## src/hdl/cigar_alignment_scoring_unit_assert.svh

```systemverilog
// Assertion macros for the alignment scoring unit.
// Used by the modules under hdl that carry concurrent checks; needs i_clk and i_rst_n in scope.
`ifndef CIGAR_ALIGNMENT_SCORING_UNIT_ASSERT_SVH
`define CIGAR_ALIGNMENT_SCORING_UNIT_ASSERT_SVH

`ifndef NO_ASSERTIONS

// Condition implies consequence in the same cycle
`define CAS_ASSERT_NOW(lbl, cond, conseq) \
    lbl: assert property (@(posedge i_clk) disable iff (!i_rst_n) (cond) |-> (conseq)) \
        else $error("cas: same-cycle check failed");

// Condition implies consequence in the following cycle
`define CAS_ASSERT_NEXT(lbl, cond, conseq) \
    lbl: assert property (@(posedge i_clk) disable iff (!i_rst_n) (cond) |=> (conseq)) \
        else $error("cas: next-cycle check failed");

`else

`define CAS_ASSERT_NOW(lbl, cond, conseq)
`define CAS_ASSERT_NEXT(lbl, cond, conseq)

`endif

`endif

```

## src/hdl/cas_pkg.sv

```systemverilog
// Shared types and constants for the alignment scoring unit.
// No dependencies; imported by every module of the block.
package cas_pkg;

    localparam int SCORE_W   = 48;
    localparam int RUN_W     = 21;
    localparam int LEN_W     = 22;
    localparam int CNT_W     = 21;
    localparam int GAP_W     = 22;
    localparam int CODE_W    = 4;
    localparam int PEN_W     = 16;
    localparam int CFG_W     = 48;
    localparam int CFG_IDX_W = 3;
    localparam int SUB_W     = 9;
    localparam int COST_W    = RUN_W + PEN_W;
    localparam int DELTA_W   = COST_W + 2;

    localparam int MAX_LEN_DEF = 1048576;
    localparam int RUN_MAX     = 2**RUN_W - 1;

    localparam logic [CODE_W-1:0] CODE_A = 4'd1;
    localparam logic [CODE_W-1:0] CODE_C = 4'd2;
    localparam logic [CODE_W-1:0] CODE_G = 4'd4;
    localparam logic [CODE_W-1:0] CODE_T = 4'd8;
    localparam logic [CODE_W-1:0] CODE_N = 4'd15;

    typedef enum logic [1:0] {
        OP_ALIGN = 2'd0,
        OP_INS   = 2'd1,
        OP_DEL   = 2'd2
    } t_op;

    typedef enum logic [CFG_IDX_W-1:0] {
        REG_MATCH_SCORE    = 3'd0,
        REG_MISMATCH_SCORE = 3'd1,
        REG_N_IS_MISMATCH  = 3'd2,
        REG_QUERY_OPEN     = 3'd3,
        REG_TARGET_OPEN    = 3'd4,
        REG_QUERY_EXTEND   = 3'd5,
        REG_TARGET_EXTEND  = 3'd6
    } t_cfg_idx;

    localparam logic signed [SUB_W-1:0] MATCH_SCORE_RST    = 9'sd2;
    localparam logic signed [SUB_W-1:0] MISMATCH_SCORE_RST = -9'sd4;

    typedef struct packed {
        logic signed [SUB_W-1:0] match_score;
        logic signed [SUB_W-1:0] mismatch_score;
        logic                    n_is_mismatch;
        logic [CFG_W-1:0]        query_gap_open;
        logic [CFG_W-1:0]        target_gap_open;
        logic [CFG_W-1:0]        query_gap_extend;
        logic [CFG_W-1:0]        target_gap_extend;
    } t_cfg;

    // One scored item on its way to the accumulators
    typedef struct packed {
        logic signed [DELTA_W-1:0] delta;
        logic [RUN_W-1:0]          len_inc;
        logic                      is_col;
        logic                      is_match;
        logic                      is_gap;
        logic                      last;
    } t_step;

endpackage

```

## src/hdl/cigar_alignment_scoring_unit.sv

```systemverilog
// Top level of the alignment scoring unit: configuration registers, scoring stage, accumulators.
// Depends on cas_pkg, cas_delta and cas_accum.
//
//   channel  direction  handshake                  payload
//   input    in         i_in_valid / o_in_stall    i_op, i_run_length, i_query_code,
//                                                  i_target_code, i_last_item
//   output   out        o_out_valid / i_out_stall  o_score, o_alignment_length, o_matches_res,
//                                                  o_mismatches, o_gaps
//   config   in         i_cfg_we                   i_cfg_idx, i_cfg_data
//
// One word is taken per cycle while no closing word waits on a stalled result. A word is
// scored in the cycle it is taken (one 21x16 multiply for a gap run) and held in the
// stage register; from there it is added to the totals, and a closing word loads the
// result register and raises o_out_valid. Synchronous active-low reset clears the
// totals, the left-end flag and restores register defaults. A stalled result blocks a
// closing word; other words keep flowing into the totals until that word stalls the input.
module cigar_alignment_scoring_unit import cas_pkg::*; #(
    parameter int MAX_LEN = MAX_LEN_DEF
) (
    input  logic                      i_clk,
    input  logic                      i_rst_n,
    input  logic                      i_cfg_we,
    input  logic [CFG_IDX_W-1:0]      i_cfg_idx,
    input  logic [CFG_W-1:0]          i_cfg_data,
    input  logic                      i_in_valid,
    output logic                      o_in_stall,
    input  logic [1:0]                i_op,
    input  logic [RUN_W-1:0]          i_run_length,
    input  logic [CODE_W-1:0]         i_query_code,
    input  logic [CODE_W-1:0]         i_target_code,
    input  logic                      i_last_item,
    output logic                      o_out_valid,
    input  logic                      i_out_stall,
    output logic signed [SCORE_W-1:0] o_score,
    output logic [LEN_W-1:0]          o_alignment_length,
    output logic [CNT_W-1:0]          o_matches_res,
    output logic [CNT_W-1:0]          o_mismatches,
    output logic [GAP_W-1:0]          o_gaps
);

    localparam t_cfg CFG_RST = '{
        match_score:       MATCH_SCORE_RST,
        mismatch_score:    MISMATCH_SCORE_RST,
        n_is_mismatch:     1'b0,
        query_gap_open:    '0,
        target_gap_open:   '0,
        query_gap_extend:  '0,
        target_gap_extend: '0
    };

    t_cfg  r_cfg;
    t_cfg  n_cfg;
    t_step step;
    logic  step_valid;
    logic  take;

    always_comb begin
        n_cfg = r_cfg;
        if (i_cfg_we) begin
            unique case (t_cfg_idx'(i_cfg_idx))
                REG_MATCH_SCORE:    n_cfg.match_score       = i_cfg_data[SUB_W-1:0];
                REG_MISMATCH_SCORE: n_cfg.mismatch_score    = i_cfg_data[SUB_W-1:0];
                REG_N_IS_MISMATCH:  n_cfg.n_is_mismatch     = i_cfg_data[0];
                REG_QUERY_OPEN:     n_cfg.query_gap_open    = i_cfg_data;
                REG_TARGET_OPEN:    n_cfg.target_gap_open   = i_cfg_data;
                REG_QUERY_EXTEND:   n_cfg.query_gap_extend  = i_cfg_data;
                REG_TARGET_EXTEND:  n_cfg.target_gap_extend = i_cfg_data;
                default: begin
                end
            endcase
        end
    end

    always_ff @(posedge i_clk) begin
        if (!i_rst_n) begin
            r_cfg <= CFG_RST;
        end else begin
            r_cfg <= n_cfg;
        end
    end

    cas_delta #(
        .MAX_LEN (MAX_LEN)
    ) u_delta (
        .i_clk         (i_clk),
        .i_rst_n       (i_rst_n),
        .i_cfg         (r_cfg),
        .i_valid       (i_in_valid),
        .i_take        (take),
        .i_op          (i_op),
        .i_run_length  (i_run_length),
        .i_query_code  (i_query_code),
        .i_target_code (i_target_code),
        .i_last_item   (i_last_item),
        .o_step        (step),
        .o_step_valid  (step_valid)
    );

    cas_accum u_accum (
        .i_clk              (i_clk),
        .i_rst_n            (i_rst_n),
        .i_step             (step),
        .i_step_valid       (step_valid),
        .o_take             (take),
        .i_out_stall        (i_out_stall),
        .o_out_valid        (o_out_valid),
        .o_score            (o_score),
        .o_alignment_length (o_alignment_length),
        .o_matches_res      (o_matches_res),
        .o_mismatches       (o_mismatches),
        .o_gaps             (o_gaps)
    );

    assign o_in_stall = !take;

endmodule

```

## src/hdl/cas_delta.sv

```systemverilog
// Scoring stage: turns one edit-script word into a score change and count increments.
// Depends on cas_pkg; holds the left-end tracking flag and the stage register.
module cas_delta import cas_pkg::*; #(
    parameter int MAX_LEN = MAX_LEN_DEF
) (
    input  logic              i_clk,
    input  logic              i_rst_n,
    input  t_cfg              i_cfg,
    input  logic              i_valid,
    input  logic              i_take,
    input  logic [1:0]        i_op,
    input  logic [RUN_W-1:0]  i_run_length,
    input  logic [CODE_W-1:0] i_query_code,
    input  logic [CODE_W-1:0] i_target_code,
    input  logic              i_last_item,
    output t_step             o_step,
    output logic              o_step_valid
);

    localparam int unsigned CLAMP = (MAX_LEN > RUN_MAX) ? RUN_MAX : MAX_LEN;
    localparam logic [RUN_W-1:0] CLAMP_V = RUN_W'(CLAMP);

    function automatic logic unamb(input logic [CODE_W-1:0] c);
        return (c == CODE_A) || (c == CODE_C) || (c == CODE_G) || (c == CODE_T);
    endfunction

    logic                      r_at_start;
    logic                      n_at_start;
    logic                      r_step_valid;
    t_step                     r_step;
    t_step                     n_step;
    logic                      accept;
    logic [RUN_W-1:0]          run_c;
    logic                      nrule;
    logic [CFG_W-1:0]          go;
    logic [CFG_W-1:0]          ge;
    logic [PEN_W-1:0]          open_pen;
    logic [PEN_W-1:0]          ext_pen;
    logic [COST_W-1:0]         cost;
    logic signed [SUB_W-1:0]   sub;

    assign accept = i_valid && i_take;
    assign run_c  = (i_run_length > CLAMP_V) ? CLAMP_V : i_run_length;
    assign nrule  = i_cfg.n_is_mismatch && (i_query_code == CODE_N || i_target_code == CODE_N);

    // Left end wins over right end
    always_comb begin
        go = (t_op'(i_op) == OP_INS) ? i_cfg.query_gap_open : i_cfg.target_gap_open;
        ge = (t_op'(i_op) == OP_INS) ? i_cfg.query_gap_extend : i_cfg.target_gap_extend;
        if (r_at_start) begin
            open_pen = go[PEN_W-1:0];
            ext_pen  = ge[PEN_W-1:0];
        end else if (i_last_item) begin
            open_pen = go[2*PEN_W +: PEN_W];
            ext_pen  = ge[2*PEN_W +: PEN_W];
        end else begin
            open_pen = go[PEN_W +: PEN_W];
            ext_pen  = ge[PEN_W +: PEN_W];
        end
        cost = COST_W'(run_c) * COST_W'(ext_pen) + COST_W'(open_pen);
    end

    always_comb begin
        if (nrule) begin
            sub = i_cfg.mismatch_score;
        end else if (unamb(i_query_code) && unamb(i_target_code)) begin
            sub = (i_query_code == i_target_code) ? i_cfg.match_score : i_cfg.mismatch_score;
        end else begin
            sub = '0;
        end
    end

    always_comb begin
        n_step          = '0;
        n_step.last     = i_last_item;
        n_at_start      = r_at_start;
        case (t_op'(i_op))
            OP_ALIGN: begin
                n_step.delta    = DELTA_W'(sub);
                n_step.len_inc  = RUN_W'(1);
                n_step.is_col   = 1'b1;
                n_step.is_match = !nrule && ((i_query_code & i_target_code) != '0);
                n_at_start      = 1'b0;
            end
            OP_INS, OP_DEL: begin
                n_step.delta   = DELTA_W'(0) - $signed({2'b00, cost});
                n_step.len_inc = run_c;
                n_step.is_gap  = 1'b1;
                if (run_c != '0) begin
                    n_at_start = 1'b0;
                end
            end
            default: begin
            end
        endcase
        // The alignment ends here: start afresh
        if (i_last_item) begin
            n_at_start = 1'b1;
        end
    end

    always_ff @(posedge i_clk) begin
        if (!i_rst_n) begin
            r_at_start   <= 1'b1;
            r_step_valid <= 1'b0;
        end else begin
            if (accept) begin
                r_at_start <= n_at_start;
            end
            if (i_take) begin
                r_step_valid <= i_valid;
            end
        end
    end

    always_ff @(posedge i_clk) begin
        if (accept) begin
            r_step <= n_step;
        end
    end

    assign o_step       = r_step;
    assign o_step_valid = r_step_valid;

endmodule

```

## src/hdl/cas_accum.sv

```systemverilog
// Accumulators and result register of the alignment scoring unit.
// Depends on cas_pkg and the assertion macro header.
`include "cigar_alignment_scoring_unit_assert.svh"

module cas_accum import cas_pkg::*; (
    input  logic                      i_clk,
    input  logic                      i_rst_n,
    input  t_step                     i_step,
    input  logic                      i_step_valid,
    output logic                      o_take,
    input  logic                      i_out_stall,
    output logic                      o_out_valid,
    output logic signed [SCORE_W-1:0] o_score,
    output logic [LEN_W-1:0]          o_alignment_length,
    output logic [CNT_W-1:0]          o_matches_res,
    output logic [CNT_W-1:0]          o_mismatches,
    output logic [GAP_W-1:0]          o_gaps
);

    localparam logic signed [SCORE_W-1:0] SCORE_MAX = {1'b0, {(SCORE_W-1){1'b1}}};
    localparam logic signed [SCORE_W-1:0] SCORE_MIN = {1'b1, {(SCORE_W-1){1'b0}}};

    logic signed [SCORE_W-1:0] r_score;
    logic signed [SCORE_W-1:0] n_score;
    logic [LEN_W-1:0]          r_len;
    logic [LEN_W-1:0]          n_len;
    logic [CNT_W-1:0]          r_match;
    logic [CNT_W-1:0]          n_match;
    logic [CNT_W-1:0]          r_mism;
    logic [CNT_W-1:0]          n_mism;
    logic [GAP_W-1:0]          r_gap;
    logic [GAP_W-1:0]          n_gap;
    logic                      r_out_valid;
    logic signed [SCORE_W:0]   score_sum;
    logic [LEN_W:0]            len_sum;
    logic                      out_free;
    logic                      consume;

    assign out_free = !r_out_valid || !i_out_stall;
    assign consume  = i_step_valid && (!i_step.last || out_free);
    assign o_take   = !i_step_valid || consume;

    always_comb begin
        score_sum = (SCORE_W+1)'(r_score) + (SCORE_W+1)'(i_step.delta);
        if (score_sum[SCORE_W] != score_sum[SCORE_W-1]) begin
            n_score = score_sum[SCORE_W] ? SCORE_MIN : SCORE_MAX;
        end else begin
            n_score = score_sum[SCORE_W-1:0];
        end

        len_sum = {1'b0, r_len} + (LEN_W+1)'(i_step.len_inc);
        n_len   = len_sum[LEN_W] ? '1 : len_sum[LEN_W-1:0];

        n_match = r_match;
        n_mism  = r_mism;
        if (i_step.is_col) begin
            if (i_step.is_match) begin
                n_match = (r_match == '1) ? r_match : r_match + CNT_W'(1);
            end else begin
                n_mism = (r_mism == '1) ? r_mism : r_mism + CNT_W'(1);
            end
        end
        n_gap = r_gap;
        if (i_step.is_gap && r_gap != '1) begin
            n_gap = r_gap + GAP_W'(1);
        end
    end

    always_ff @(posedge i_clk) begin
        if (!i_rst_n) begin
            r_score     <= '0;
            r_len       <= '0;
            r_match     <= '0;
            r_mism      <= '0;
            r_gap       <= '0;
            r_out_valid <= 1'b0;
        end else begin
            if (consume) begin
                if (i_step.last) begin
                    r_score <= '0;
                    r_len   <= '0;
                    r_match <= '0;
                    r_mism  <= '0;
                    r_gap   <= '0;
                end else begin
                    r_score <= n_score;
                    r_len   <= n_len;
                    r_match <= n_match;
                    r_mism  <= n_mism;
                    r_gap   <= n_gap;
                end
            end
            if (consume && i_step.last) begin
                r_out_valid <= 1'b1;
            end else if (!i_out_stall) begin
                r_out_valid <= 1'b0;
            end
        end
    end

    // Load the totals including the closing word
    always_ff @(posedge i_clk) begin
        if (consume && i_step.last) begin
            o_score            <= n_score;
            o_alignment_length <= n_len;
            o_matches_res      <= n_match;
            o_mismatches       <= n_mism;
            o_gaps             <= n_gap;
        end
    end

    assign o_out_valid = r_out_valid;

    `CAS_ASSERT_NEXT(a_result_raised, consume && i_step.last, o_out_valid)
    `CAS_ASSERT_NOW(a_no_overwrite, r_out_valid && i_out_stall, !(consume && i_step.last))
    `CAS_ASSERT_NEXT(a_cleared_after_result, consume && i_step.last, r_len == '0 && r_gap == '0 && r_score == '0)
    `CAS_ASSERT_NOW(a_counts_fit_length, 1'b1, ({2'b00, r_match} + {2'b00, r_mism}) <= {1'b0, r_len})

endmodule

```

## config.mk

```make
export PLATFORM = sky130hd
export DESIGN_NAME = cigar_alignment_scoring_unit
export DESIGN_NICKNAME = d
export VERILOG_FILES = /design/src/hdl/cas_pkg.sv /design/src/hdl/cigar_alignment_scoring_unit.sv /design/src/hdl/cas_delta.sv /design/src/hdl/cas_accum.sv
export VERILOG_INCLUDE_DIRS = /design/src /design/src/hdl
export SDC_FILE = /design/constraint.sdc
export NUM_CORES = 2
export LEC_CHECK = 0
export CAP_MARGIN = 10
export CORE_MARGIN = 2
export CORE_UTILIZATION = 45
export CTS_BUF_LIST = sky130_fd_sc_hd__clkbuf_16
export DETAILED_ROUTE_END_ITERATION = 7
export DONT_BUFFER_PORTS = 1
export GPL_ROUTABILITY_DRIVEN = 1
export MAX_ROUTING_LAYER = met4
export PLACE_DENSITY = 0.74
export SYNTH_ARGS = -nofsm -noshare
export SYNTH_HDL_FRONTEND = slang
export SYNTH_SLANG_ARGS = --single-unit
```

## constraint.sdc

```tcl
create_clock -name i_clk -period 10.7 [get_ports i_clk]
set_clock_uncertainty 0.05 [all_clocks]
set_input_delay 2.14 -clock i_clk [delete_from_list [all_inputs] [get_ports i_clk]]
set_output_delay 2.14 -clock i_clk [all_outputs]
set_load 0.1 [all_outputs]
```

[Word-level counts from Yosys, hierarchy flattened]
Index checks and enable logic that the tools add are counted.
Word-level totals
  flip-flop bits (word level): 546
  input port bits: 88
  logic and storage cells: 131
Cells by class
  add/sub/neg operators: 7
  multiply operators: 1
  order comparisons: 1
  eq/ne operators: 25
  muxes and demuxes: 33
  bitwise operators: 1
  reduce and logical (&&, ||, !) cells: 37
Operators by type and width (number)
  $mux 48: 5
  $mux 21: 9
  $pmux 60 s2: 1
  $mux 22: 4
  $mux 16: 4
  $add 48x39->49: 1
  $add 21x1->21 const B: 2
  $eq 21x21->1 const B: 2
  $sub 1x37->38 const A: 1
  $add 37x16->37: 1
  $mul 21x16->37: 1
  $mux 9: 3
  $add 22x21->23: 1
  $add 22x1->22 const B: 1
  $ne 22x22->1 const B: 1
  $gt 21x21->1 const B: 1
  $reduce_bool 21->1: 1
  $eq 4x4->1 const B: 4
  $reduce_and 2->1: 7
  $logic_or 1x1->1: 10
  $eq 3x3->1 const B: 3
  $eq 4x1->1 const B: 2
  $eq 4x2->1 const B: 2
  $eq 4x3->1 const B: 2
  other kinds (20): 36

[Logic depth before layout (Yosys ltp)]
  word-level depth: 8
  gate-level depth with buffers: 33

[Hierarchy]
A second synthesis with hierarchy kept.
Unflattened totals
  cell total of the unflattened synthesis: 4232
  area, all modules: 39454.1 µm²
By module, submodules not included
  cas_delta: times used 1, cells an instance 1955, area an instance 16933.7 µm²
  cas_accum: times used 1, cells an instance 1526, area an instance 14796.7 µm²
  cigar_alignment_scoring_unit: times used 1, cells an instance 751, area an instance 7723.7 µm²

[Worst setup path after synthesis]
Ideal clock, no wire load.
  kind: input -> register
  from: input port i_last_item
  to: register u_delta.r_step (netlist bit u_delta.o_step[57]), data pin
  library setup time: 0.136 ns
  arrival: 10.419 ns
  data required time: 10.514 ns
  slack: 0.094 ns
  stages: 27
  buffers on the path: 4
  cell sequence: clkbuf_1 -> buf_1 -> mux4_2 -> nor2_1 -> a21o_1 -> clkbuf_1 -> nor2_1 -> fa_1 -> fa_1 -> fa_1 -> fa_1 -> fa_1 -> inv_1 -> fa_1 -> inv_1 -> ha_1 -> clkbuf_1 -> a21oi_1 -> o21ai_0 -> or2_2 -> nor2_1 -> a211oi_1 -> a311o_1 -> or2_2 -> or4_4 -> or4b_1 -> nand3_1
RTL lines
  from (decl): line cigar_alignment_scoring_unit.sv:31  | input logic i_last_item,
  to (signal assigned): line cas_delta.sv:118  | r_step <= n_step;
  to (decl): line cas_delta.sv:30  | t_step r_step;

==> key figures <==
Global route
  – Via count of the first global-routing pass: 29800
  – Global-route wire length before repair: 171000 um
  – GR Util met1: 32.6%
  – Layer with the highest usage: met2
  – Antenna violations before repair: 0
  – Total global routing overflow: 0
  – Largest net degree at the start of global routing: 269
  – Total routing resource utilization after global routing: 25.1%
  – Global-route track usage on met3: 4.08%
  – Grt met2 use: 40.0%

Synth
  – Synth area leader: sky130_fd_sc_hd__dfxtp_1
  – Share of synthesized flip-flops with an asynchronous set or reset: 0%
  – Area of the mapped netlist: 38700 um2
  – Total of flip-flops plus latches after synthesis: 545
  – Per-instance average area after synthesis: 9.00 um2
  – Synthesized net count: 4870
  – Commonest register cell after synthesis: sky130_fd_sc_hd__dfxtp_1
  – Fraction of post-synthesis cell area in the top cell type by area: 18.0%
  – Count of flip-flops with a built-in enable after synthesis: 197
  – Sequential-to-total area share from yosys stat: 33.3%
  – Leading post-synthesis cells by cell area: sky130_fd_sc_hd__dfxtp_1 (18%), sky130_fd_sc_hd__edfxtp_1 (15%), sky130_fd_sc_hd__fa_1 (15%), sky130_fd_sc_hd__nand2_1 (7.6%), sky130_fd_sc_hd__ha_1 (6.3%)
  – Total of warnings raised by yosys: 0
  – Number of distinct library cells after synthesis: 75
  – Post-Syn Instances: 4304

Placement
  – Port bufs: 0
  – Routability cong.: 1.01
  – DP Wirelength: 82100 um
  – Post-DP Area: 40300 um2
  – Cell count after placement: 5334

Clocking
  – Number of clock sinks: 545
  – Total CTS buffers: 56
  – Post-cts gate resize count: 0
  – Clock latency on the worst-skew pair: 0.62 ns
  – Root Buffer Master: sky130_fd_sc_hd__clkbuf_16
  – Clock slew seen by the registers of the worst setup and hold paths: 0.06 ns
  – Maximum level of the CTS H-tree: 2
  – Hold-fix buffers, CTS: 0
  – Clock tree from TritonCTS: done
  – Clk buf depth: 3
  – Post-CTS Repair Setup Buffers: 0

Floorplanning
  – Cell row count: 107
  – Initial cell density of the core: 45.4%
  – Floorplan Core Area: 85300 um2
  – I/O pins: 224
  – DIE AREA: 88400 um2
  – Height of the chip: 297 um
  – Die Span X: 297 um

Final layout
  – Area of combinational cells with multiple inputs: 23500 um2
  – Final standard cell utilization of the core: 49.5%
  – Area Overhead vs Synth: 9.03%
  – Layout Nets: 4816
  – Area taken by flip-flops and latches: 12900 um2
  – Final-layout fill cell count: 7957
  – Non-Filler Cell Area, Final: 42200 um2
  – Total inserted antenna cells: 0
  – Final standard cell count with taps included and fillers excluded: 5442
  – Fraction of layout instances using a drive strength above 1: 6.68%

Critical path
  – Req. time, crit path: 10.98 ns
  – Launch instance of the worst register-to-register path: u_delta.r_at_start$_SDFFE_PN1P_
  – Largest fanout on the critical path: 34
  – Setup slack of the worst register-to-register path: 1.96 ns
  – Worst reg2reg path endpoint: u_delta.o_step[57]$_DFFE_PP_
  – Cell with the most instances on the worst path: sky130_fd_sc_hd__fa_1
  – Slowest Stage Delay on Critical Path: 0.59 ns
  – FF-to-FF path depth: 27
  – Crit path DAT: 10.10 ns
  – CP Launch Type: input pin
  – Setup CP Type: input pin to register
  – Kind of end point of the critical path: register
  – Max stage delay cell, worst path: sky130_fd_sc_hd__nor4_1

Drt
  – Total Routed Length: 109000 um
  – Number of vias in the routed layout: 30400
  – Count of unresolved DRC violations after routing: 0
  – 1st-iter DRT viols: 2295
  – Number of nets still failing antenna checks after routing: 0
  – WL/cell: 20.1 um
  – Router iterations before antenna repair: 6
  – Vias per inst: 5.58

Power and ir drop
  – Pleak: 17.5 nW
  – Power Density: 153 nW/um2
  – Final Total Pwr: 6.45 mW
  – IR Drop Worst-Case VDD: 135 uV

STA
  – # setup viols final: 0
  – Unrepaired setup endpoints after global routing: false
  – Max Transition Viols Final: 0
  – Fin crit period: 9.82 ns
  – Pin slew with the least headroom to its limit: 1.17 ns
  – Final worst path period share: 91.8%
  – Worst-case headroom to the max-slew limit: 22.3%
  – Hold Violations, Final: 0
  – Post-route setup TNS: 0 ns
  – Fmax achieved: 102 MHz

Min path
  – Worst hold-check path type: register to register
  – Endpoint of the worst hold-timing path: r_cfg[143]$_SDFFE_PN0P_
  – Cells on Worst Hold Path: 2
  – Source of the worst hold timing path: r_cfg[143]$_SDFFE_PN0P_

Outcome
  – Result of the run: finished, final reports clean

Job
  – # Max-Cap Violations: 0
## Yosys cell counts (4+ instances only)
cell type,count
sky130_fd_sc_hd__or2_2,17
sky130_fd_sc_hd__nor3_1,35
sky130_fd_sc_hd__a21o_1,58
sky130_fd_sc_hd__mux4_2,32
sky130_fd_sc_hd__a41oi_1,5
sky130_fd_sc_hd__and2_1,58
sky130_fd_sc_hd__xnor2_1,98
sky130_fd_sc_hd__nand4_1,44
sky130_fd_sc_hd__ha_1,196
sky130_fd_sc_hd__o31ai_1,17
sky130_fd_sc_hd__and3_1,32
sky130_fd_sc_hd__a211o_1,5
sky130_fd_sc_hd__nor4_1,17
sky130_fd_sc_hd__a22oi_1,36
sky130_fd_sc_hd__nand2b_1,45
sky130_fd_sc_hd__a211oi_1,16
sky130_fd_sc_hd__a21boi_0,208
sky130_fd_sc_hd__xor2_1,62
sky130_fd_sc_hd__nor2b_1,80
sky130_fd_sc_hd__nor2_1,287
sky130_fd_sc_hd__and4_1,9
sky130_fd_sc_hd__a22o_1,70
sky130_fd_sc_hd__o211ai_1,14
sky130_fd_sc_hd__o41ai_1,4
sky130_fd_sc_hd__o31a_1,4
sky130_fd_sc_hd__nand3_1,52
sky130_fd_sc_hd__o221ai_1,6
sky130_fd_sc_hd__a41o_1,4
sky130_fd_sc_hd__inv_1,403
sky130_fd_sc_hd__o211a_1,7
sky130_fd_sc_hd__buf_1,17
sky130_fd_sc_hd__fa_1,282
sky130_fd_sc_hd__clkbuf_1,217
sky130_fd_sc_hd__dfxtp_1,348
sky130_fd_sc_hd__mux2i_1,46
sky130_fd_sc_hd__o21a_1,24
sky130_fd_sc_hd__mux2_2,4
sky130_fd_sc_hd__nor3b_1,7
sky130_fd_sc_hd__nand2_1,786
sky130_fd_sc_hd__a21oi_1,182
sky130_fd_sc_hd__a31oi_1,14
sky130_fd_sc_hd__edfxtp_1,197
sky130_fd_sc_hd__or3_1,14
sky130_fd_sc_hd__o21bai_1,17
sky130_fd_sc_hd__o21ai_0,177
## cell type report
class	instances	area share, %
Sequential cell	545	30.5
Clock buffer	59	3.50
Multi-Input combinational cell	3121	55.7
Timing Repair Buffer	123	2.42
Clock inverter	47	0.907
Tap cell	1144	3.39
Inverter	403	3.58
## power by group
| group | switching [mW] | internal, mW | total [mW] |
|---|---|---|---|
| clock | 0.862 | 1.11 | 1.97 |
| sequential | 0.167 | 2.26 | 2.43 |
| combinational | 1.23 | 0.825 | 2.05 |
| total | 2.26 | 4.19 | 6.45 |
## per-stage QoR
stage,hold WS (ns),setup slack (ns)
global placement,0.395,0.383
detailed placement,0.404,0.295
CTS,0.412,0.942
floorplan,0.379,0.0942
finish,0.412,0.878
global route,0.430,0.391
## logic make-up after synthesis
kind of cell	share of synthesized area (%)
multiplexers	3.17
XOR/XNOR	3.62
flip-flops	33.3
AND/OR/NAND/NOR	17.1
AO/OA/AOI/OAI	15.7
buffers and inverters	6.19
adder cells (fa/ha/maj)	20.9
## layout by cell type (no fill, tap or decap), types with 17 or more instances in the layout
master	n
sky130_fd_sc_hd__ha_1	195
sky130_fd_sc_hd__dfxtp_1	347
sky130_fd_sc_hd__o21bai_1	17
sky130_fd_sc_hd__a22o_1	70
sky130_fd_sc_hd__fa_1	282
sky130_fd_sc_hd__xnor2_1	98
sky130_fd_sc_hd__and2_1	57
sky130_fd_sc_hd__o31ai_1	17
sky130_fd_sc_hd__mux4_2	32
sky130_fd_sc_hd__inv_1	411
sky130_fd_sc_hd__nand3_1	49
sky130_fd_sc_hd__edfxtp_1	197
sky130_fd_sc_hd__nor4_1	17
sky130_fd_sc_hd__o21a_1	24
sky130_fd_sc_hd__nand2_1	786
sky130_fd_sc_hd__nand4_1	44
sky130_fd_sc_hd__or2_2	17
sky130_fd_sc_hd__o21ai_0	177
sky130_fd_sc_hd__nor2b_1	79
sky130_fd_sc_hd__a21boi_0	208
sky130_fd_sc_hd__nand2b_1	45
sky130_fd_sc_hd__buf_4	114
sky130_fd_sc_hd__and3_1	31
sky130_fd_sc_hd__a21oi_1	182
sky130_fd_sc_hd__clkbuf_16	59
sky130_fd_sc_hd__a21o_1	58
sky130_fd_sc_hd__mux2i_1	46
sky130_fd_sc_hd__nor3_1	34
sky130_fd_sc_hd__xor2_1	62
sky130_fd_sc_hd__nor2_1	283
sky130_fd_sc_hd__a22oi_1	36
## sequential cells by signal, summed over array words and instances, names as in the netlist, 21 cells and up
| signal | count |
|---|---|
| u_accum.o_gaps | 22 |
| u_accum.r_len | 22 |
| u_accum.r_mism | 21 |
| r_cfg | 211 |
| u_accum.o_matches_res | 21 |
| u_accum.o_mismatches | 21 |
| u_accum.o_alignment_length | 22 |
| u_accum.r_gap | 22 |
| u_accum.o_score | 48 |
| u_delta.o_step | 63 |
| u_accum.r_match | 21 |
| u_accum.r_score | 48 |
## routing by layer
layer | part of all wire (%) | vias up
li1 | - | 14400
met1 | 43 | 14800
met2 | 47 | 1029
met3 | 6.7 | 198
met4 | 3.8 | 0
met5 | 0 | -
## critical path: cells and delay by family
family                   cells  cell delay [ns]
AO/OA/AOI/OAI                3             0.79
multiplexers                 1             0.36
adder cells (fa/ha/maj)      8             3.61
buffers and inverters        8             0.89
AND/OR/NAND/NOR              8             2.26
## worst max-delay path by stage
stage,startpoint,end,slack [ns],cells after the start
after floorplan,i_last_item,u_delta.o_step[57]$_DFFE_PP_,0.09,27
after global placement,i_op[1],u_delta.o_step[57]$_DFFE_PP_,0.38,29
final,i_op[1],u_delta.o_step[57]$_DFFE_PP_,0.88,28
after detailed placement,i_op[1],u_delta.o_step[57]$_DFFE_PP_,0.29,28
after CTS,i_op[1],u_delta.o_step[57]$_DFFE_PP_,0.94,28
after global routing,i_op[1],u_delta.o_step[57]$_DFFE_PP_,0.39,28
Note: power is estimated with default switching activity, not from simulation.
